`config.mk`:
```
export PLATFORM = sky130hd
export DESIGN_NAME = tts_div
export DESIGN_NICKNAME = d
export VERILOG_FILES = /design/src/design/tts_pkg.sv /design/src/design/tts_div.sv
export SDC_FILE = /design/constraint.sdc
export NUM_CORES = 2
export LEC_CHECK = 0
export ABC_AREA = 1
export BUFFER_PORTS_ARGS = -buffer_cell sky130_fd_sc_hd__buf_2
export CORE_MARGIN = 2
export CORE_UTILIZATION = 28
export CTS_BUF_LIST = sky130_fd_sc_hd__clkbuf_8
export CTS_CLUSTER_SIZE = 20
export DETAILED_ROUTE_END_ITERATION = 7
export GPL_ROUTABILITY_DRIVEN = 0
export MAX_ROUTING_LAYER = met4
export PLACE_DENSITY_LB_ADDON = 0.12
export SLEW_MARGIN = 15
export SYNTH_ARGS = -nofsm -noshare
export SYNTH_HDL_FRONTEND = slang
export SYNTH_SLANG_ARGS = --single-unit
```
`constraint.sdc`:
```
create_clock -name aclk -period 2.19 [get_ports aclk]
set_input_delay 0.1095 -clock aclk [delete_from_list [all_inputs] [get_ports aclk]]
set_output_delay 0.1095 -clock aclk [all_outputs]
set_load 0.005 [all_outputs]
```
`src/design/tts_pkg.sv`:
```
// ----------------------------------------------------------------------------
// Trapezoid setpoint package
// Shared widths, register indices, reset values and segment codes.
// ----------------------------------------------------------------------------
package tts_pkg;

    localparam int TEMP_W     = 19;
    localparam int RATE_W     = 20;
    localparam int HOLD_W     = 27;
    localparam int SLOPE_W    = 21;
    localparam int SEG_W      = 3;
    localparam int CFG_IDX_W  = 3;
    localparam int CFG_DATA_W = 27;

    localparam int SCALE      = 10000;
    localparam int NUM_W      = 33;
    localparam int PER_W      = 35;
    localparam int PROD_W     = 53;
    localparam int LO_W       = 17;

    // The scale of 10000 is 16 * 625; the factor 625 is removed by a
    // multiplication with the rounded-up reciprocal 2^39 / 625.
    localparam int SCALE_PRE  = 4;
    localparam int SCALE_POST = 39;
    localparam int RECIP_W    = 30;
    localparam int QIN_W      = NUM_W - SCALE_PRE;
    localparam int QPROD_W    = QIN_W + RECIP_W;
    localparam logic [RECIP_W-1:0] SCALE_RECIP = 30'd879609303;

    localparam int TIME_BITS_DEFAULT = 40;

    localparam logic [CFG_IDX_W-1:0] REG_UPPER_TEMP = 3'd0;
    localparam logic [CFG_IDX_W-1:0] REG_LOWER_TEMP = 3'd1;
    localparam logic [CFG_IDX_W-1:0] REG_START_TEMP = 3'd2;
    localparam logic [CFG_IDX_W-1:0] REG_RISE_RATE  = 3'd3;
    localparam logic [CFG_IDX_W-1:0] REG_FALL_RATE  = 3'd4;
    localparam logic [CFG_IDX_W-1:0] REG_UPPER_HOLD = 3'd5;
    localparam logic [CFG_IDX_W-1:0] REG_LOWER_HOLD = 3'd6;
    localparam logic [CFG_IDX_W-1:0] REG_REPEAT_ON  = 3'd7;

    localparam logic signed [TEMP_W-1:0] UPPER_TEMP_RST = 19'sd10000;
    localparam logic signed [TEMP_W-1:0] LOWER_TEMP_RST = 19'sd2500;
    localparam logic signed [TEMP_W-1:0] START_TEMP_RST = 19'sd2500;
    localparam logic [RATE_W-1:0]        RISE_RATE_RST  = 20'd1000;
    localparam logic [RATE_W-1:0]        FALL_RATE_RST  = 20'd1000;

    localparam logic [SEG_W-1:0] SEG_RISE       = 3'd0;
    localparam logic [SEG_W-1:0] SEG_UPPER_HOLD = 3'd1;
    localparam logic [SEG_W-1:0] SEG_FALL       = 3'd2;
    localparam logic [SEG_W-1:0] SEG_LOWER_HOLD = 3'd3;
    localparam logic [SEG_W-1:0] SEG_FINAL_HOLD = 3'd4;

endpackage

```
`src/design/tts_div.sv`:
```
// ----------------------------------------------------------------------------
// Pipelined restoring divider
// One quotient bit per register stage, with a side vector and a valid bit
// that travel alongside the operands.
// ----------------------------------------------------------------------------
module tts_div #(
    parameter int NW = tts_pkg::NUM_W,
    parameter int DW = tts_pkg::RATE_W,
    parameter int SW = 1
) (
    input  logic          aclk,
    input  logic          aresetn,
    input  logic          en,
    input  logic          in_valid,
    input  logic [NW-1:0] in_num,
    input  logic [DW-1:0] in_den,
    input  logic [SW-1:0] in_side,
    output logic          out_valid,
    output logic [NW-1:0] out_quo,
    output logic [DW-1:0] out_rem,
    output logic [SW-1:0] out_side
);

    localparam int W = DW + NW;

    logic [W-1:0]  acc_reg  [NW];
    logic [DW-1:0] den_reg  [NW];
    logic [SW-1:0] side_reg [NW];
    logic          vld_reg  [NW];

    for (genvar i = 0; i < NW; i++) begin : g_stage
        logic [W-1:0]  src_acc;
        logic [DW-1:0] src_den;
        logic [SW-1:0] src_side;
        logic          src_vld;
        logic [W-1:0]  acc_next;

        if (i == 0) begin : g_first
            assign src_acc  = {{DW{1'b0}}, in_num};
            assign src_den  = in_den;
            assign src_side = in_side;
            assign src_vld  = in_valid;
        end else begin : g_rest
            assign src_acc  = acc_reg[i-1];
            assign src_den  = den_reg[i-1];
            assign src_side = side_reg[i-1];
            assign src_vld  = vld_reg[i-1];
        end

        always_comb begin
            logic [W:0]  sh;
            logic [DW:0] top;
            logic [DW:0] diff;
            sh   = {src_acc, 1'b0};
            top  = sh[W:NW];
            diff = top - {1'b0, src_den};
            if (top >= {1'b0, src_den}) begin
                acc_next = {diff[DW-1:0], sh[NW-1:1], 1'b1};
            end else begin
                acc_next = {top[DW-1:0], sh[NW-1:1], 1'b0};
            end
        end

        always_ff @(posedge aclk) begin
            if (!aresetn) begin
                vld_reg[i] <= 1'b0;
            end else if (en) begin
                vld_reg[i] <= src_vld;
            end
        end

        always_ff @(posedge aclk) begin
            if (en) begin
                acc_reg[i]  <= acc_next;
                den_reg[i]  <= src_den;
                side_reg[i] <= src_side;
            end
        end
    end

    assign out_valid = vld_reg[NW-1];
    assign out_quo   = acc_reg[NW-1][NW-1:0];
    assign out_rem   = acc_reg[NW-1][W-1:NW];
    assign out_side  = side_reg[NW-1];

endmodule

```
=== Yosys cells after proc, flatten, opt, wreduce, memory -nomap -nowiden ===
Memories as Yosys holds them, arrays and structs flattened.
Index checks and enable logic that the tools add are counted.

* Word-level logic and storage cells: 174
* Memories: 4
* Register bits: 0
* Memory bits (writable): 2475
* Input port bits: 58
* Output and inout bits: 55

* $add $sub $neg: 33
* Multiplexer cells: 71
* Magnitude comparators: 33
* Bitwise operators: 33

{| class="wikitable"
|+ Memories
! name !! depth !! width !! read ports !! clocked after Yosys merged registers in !! write ports !! RTL line !! source
|-
| acc_reg || 33 || 53 || 33 || 0 || 33 || tts_div.sv:26 || <nowiki>logic [W-1:0] acc_reg [NW];</nowiki>
|-
| den_reg || 33 || 20 || 32 || 0 || 33 || tts_div.sv:27 || <nowiki>logic [DW-1:0] den_reg [NW];</nowiki>
|-
| side_reg || 33 || 1 || 33 || 0 || 33 || tts_div.sv:28 || <nowiki>logic [SW-1:0] side_reg [NW];</nowiki>
|-
| vld_reg || 33 || 1 || 33 || 0 || 33 || tts_div.sv:29 || <nowiki>logic vld_reg [NW];</nowiki>
|}

{| class="wikitable"
|+ Operators by type and width
! cell !! count
|-
| $mux W53 || 33
|-
| $ge A21 B20 Y1 || 32
|-
| $sub A20 B20 Y20 || 32
|-
| $mux W1 || 38
|-
| $or A1 B1 Y1 || 33
|-
| $ge A1 B20 Y1 || 1
|-
| $sub A1 B20 Y20 || 1
|}

=== Depth between registers and ports, before layout ===
* Word-level depth: 4
* Mapped depth: 15
* Mapped depth without buffers: 13

=== Worst setup path before layout ===
OpenSTA, ideal clock, no wires.

* Kind: register to register
* Start point: mem den_reg[0][40] (netlist name)
* End point: mem acc_reg[3][49] (netlist name) (data pin)
* Period minus slack after synthesis: 1927 ps
* Path buffers: 0
* Library setup time: 253 ps
* Arrival time: 1674 ps
* Stages on the path, launching flop included: 13
* Slack: 263 ps
* Required time: 1937 ps
* Cell sequence: edfxtp_1 > ha_1 > fa_1 > inv_1 > nand3_1 > nand3_1 > nand2_1 > nand2_1 > nand2_1 > nand2_1 > nand2_1 > nand3_1 > nand2_1

{| class="wikitable"
|+ RTL lines
! item !! RTL line
|-
| from (decl) || tts_div.sv:27
|-
| to (decl) || tts_div.sv:26
|}

==> flow_summary.ini <==
[power_and_ir_drop]
p_comb_share_pct = 54.2
leakage_power_of_the_design_nw = 82.4
cell_internal_pwr_mw = 149
seq_power_share_pct = 29.1
power.ir.vdd_worst_v = 0.000570
pwr_density_cell_nw_per_um2 = 1370
sw_frac_of_total_pct = 40.3
total_switching_power_mw = 101
power.clock.fraction_pct = 16.8

[placed_design]
buffers_on_ports = 112
pre_cts_ws_ps = -417
placed_cells_incl_taps = 21500
postPlaceCellArea_sq_um = 151000
dp_hpwl_um = 284000

[synth]
leading_cell_type_by_number_of_instances_after_synthesis = nand2_1
post-synth-top-area-fraction_pct = 58.3
post_synth_num_cell_types = 38
leading_cell_types_by_count_after_synthesis = 4,727 x nand2_1, 2,454 x edfxtp_1, 2,158 x inv_1
instance_count_of_the_mapped_netlist = 13300
mappedNetlistNets = 14000
synth-seq-area-share_pct = 58.3
mappedNetlistArea_sq_um = 126000
synth_largest_area_cell = edfxtp_1
synth_top_cells_by_area = edfxtp_1 58%, nand2_1 14%, inv_1 6.4%
synthFlopType = edfxtp_1
number_of_enable_flip_flop_cells_after_synthesis = 2454
yosys_register_bits = 2455
asyncSetResetFlopFracSynth_pct = 0
yosysWarnings = 0
post_synth.cell_area_avg_sq_um = 9.50

[global_routing]
gr-usage-all-layers_pct = 16.6
gr-total-overflow = 0
grt_pass1_wl_um = 571000
grt_start_max_net_pins = 122
antenna_violations_before_repair = 6
grt_pass1_vias = 96700

[run]
max_cap_viol_count = 0

[clock_network]
number_of_buffers_created_by_cts = 445
clock_insertion_delay_worst_skew_ps = 1100
clock_path_buffers = 4
clock_sink_count = 2455
clkTransAtPathRegs_ps = 70
cts.htree.levels = 5
clock_tree.root_cell = clkbuf_8
tritoncts = yes

[route]
route.antenna.remaining_nets = 0
detail_route.wirelength_um = 390000
drc = 0
drt-pass1-iter-count = 6
avgRoutedWirePerCell_um = 16.7
drt_iter0_drc = 5783
routed-via-count = 99300
avg_vias_per_cell = 4.27

[outcome]
violations = negative setup slack
outcome = finished, violations left

[sta]
report.final.setup_viol = 60
final.min_clock_period_ps = 2310
slew_headroom_pct = 52.7
timing.final.crit_share_pct = 105
slew_violations = 0
finalHoldViolCount = 0
worst-slew-pin-transition_ps = 709
setup_ws_ps = -116
timing.fmax_mhz = 434
rsz_0062_raised_after_global_routing = true
skew_ps = 109

[critical_path]
critPathCaptureType = register
critical_path_required_ps = 2990
setup.worst_path.class = reg -> reg
timing.critical_path.arrival_ps = 3100
critPathLaunchType = register
critPathMaxFanout = 5

[floorplan]
row_count = 246
chipWidth_um = 676
core_sq_um = 449000
initial_utilization_pct = 28.1
count_of_boundary_i_o_pins = 113
overall_die_area_sq_um = 457000
floorplan.die.height_um = 676

[cells_and_area]
largest_register_ffs = 1749
final_layout_size_suffix_gt1_share_pct = 37.4
nNetsFinal = 17700
non_filler_instances = 23300
area_delta_synth_final_pct = 44.1
fin_area_sq_um = 182000
multiInputGateArea_sq_um = 57000
filler_cell_count = 44800
area.sequential_sq_um = 73700

[hold_path]
worst_hold_path_type = in -> reg
==> area by class of cell <==
cell class | count | area share (%)
diodes | 6 | 0.00824
multi-input cells | 8540 | 31.3
flip-flops and latches | 2455 | 40.5
inverters | 2213 | 4.76
clock buffers | 447 | 3.38
repair inverters | 37 | 0.204
repair buffers | 3260 | 14.6
clock inverters | 361 | 1.20
well taps | 5952 | 4.09
==> worst max-delay path: stages, from the launching register on <==
cell	delay [ps]
edfxtp_1	530
ha_4	320
nand2_2	70
nand2_2	60
nand2_2	70
nand2_2	70
a21oi_4	150
nand2_2	100
nand2_4	130
nand2_8	110
buf_6	150
nand2_2	50
o21ai_1	50
buf_4	160
==> placed cells by master (no fill, tap or decap), types with 35 or more instances in the layout <==
| master | n |
|---|---|
| nand2_1 | 3693 |
| buf_4 | 2805 |
| edfxtp_1 | 2454 |
| inv_1 | 1971 |
| nand2_2 | 838 |
| nor2_1 | 664 |
| nand3_1 | 604 |
| ha_4 | 467 |
| clkbuf_8 | 447 |
| a21oi_1 | 325 |
| inv_2 | 322 |
| xor2_1 | 269 |
| nand2_4 | 249 |
| nand3_2 | 214 |
| nor2_2 | 179 |
| nand3b_1 | 160 |
| ha_1 | 140 |
| clkinv_1 | 131 |
| dlygate4sd3_1 | 120 |
| buf_2 | 111 |
| buf_12 | 109 |
| a21oi_2 | 103 |
| nor2_4 | 98 |
| buf_6 | 80 |
| o21ai_0 | 76 |
| nor3_1 | 54 |
| clkinv_2 | 53 |
| nand2_8 | 39 |
| nand4_1 | 38 |
| nor3_2 | 36 |
| xnor2_1 | 36 |
| ha_2 | 35 |
==> power by group through the flow <==
stage                     clock network, mW  logic (mW)  registers [mW]
after global placement                    0         103            72.3
final                                  41.9         136            72.7
after global routing                   45.9         149            73.6
after detailed placement                  0         103            72.0
after CTS                              44.0         113            71.9
after floorplan                           0        57.9            68.1
==> through the flow <==
stage	utilization [%]	hold slack, ps	TNS, ps	total power, mW
after floorplan	-	208	0	126
after global placement	33.7	287	-64580	175
after detailed placement	33.7	288	-53010	175
after CTS	37.4	9.27	-1690	229
after global routing	40.5	122	-21760	269
final	40.5	185	-2320	250
==> kinds of logic after synthesis <==
family	after synthesis	synth area share (%)
XOR/XNOR	308	2.13
AND/OR/NAND/NOR	6912	22.6
buffers and inverters	2316	7.43
AO/OA/AOI/OAI	638	2.68
flip-flops	2455	58.3
adder cells (fa/ha/maj)	674	6.86
==> repair_timing <==
item	in CTS	in global routing
cloned	18	50
endpoints found under the setup margin	621	663
hold buffers	120	0
pin swaps	182	723
hold endpoints to repair	2502	0
buffers inserted	300	470
gates resized for setup	871	2440
==> metal layers <==
layer | up-vias | track usage, % | wire [um]
met5 | - | - | 0
met4 | 0 | 4.50 | 10100
met3 | 559 | 2.03 | 13100
met2 | 1495 | 26.5 | 182000
met1 | 46600 | 22.4 | 185000
li1 | 50600 | - | -
==> final timing paths <==
kind / start / end / slack [ps] / depth (start not counted)
max: acc_reg[20][38] / acc_reg[21][33] / -120 / 13
min: in_den[14] / acc_reg[0][51] / 190 / 8
max reg2reg: acc_reg[20][38] / acc_reg[21][33] / -120 / 13
min reg2reg: acc_reg[24][2] / acc_reg[25][3] / 380 / 0
Power figures use the tool's default switching activity.
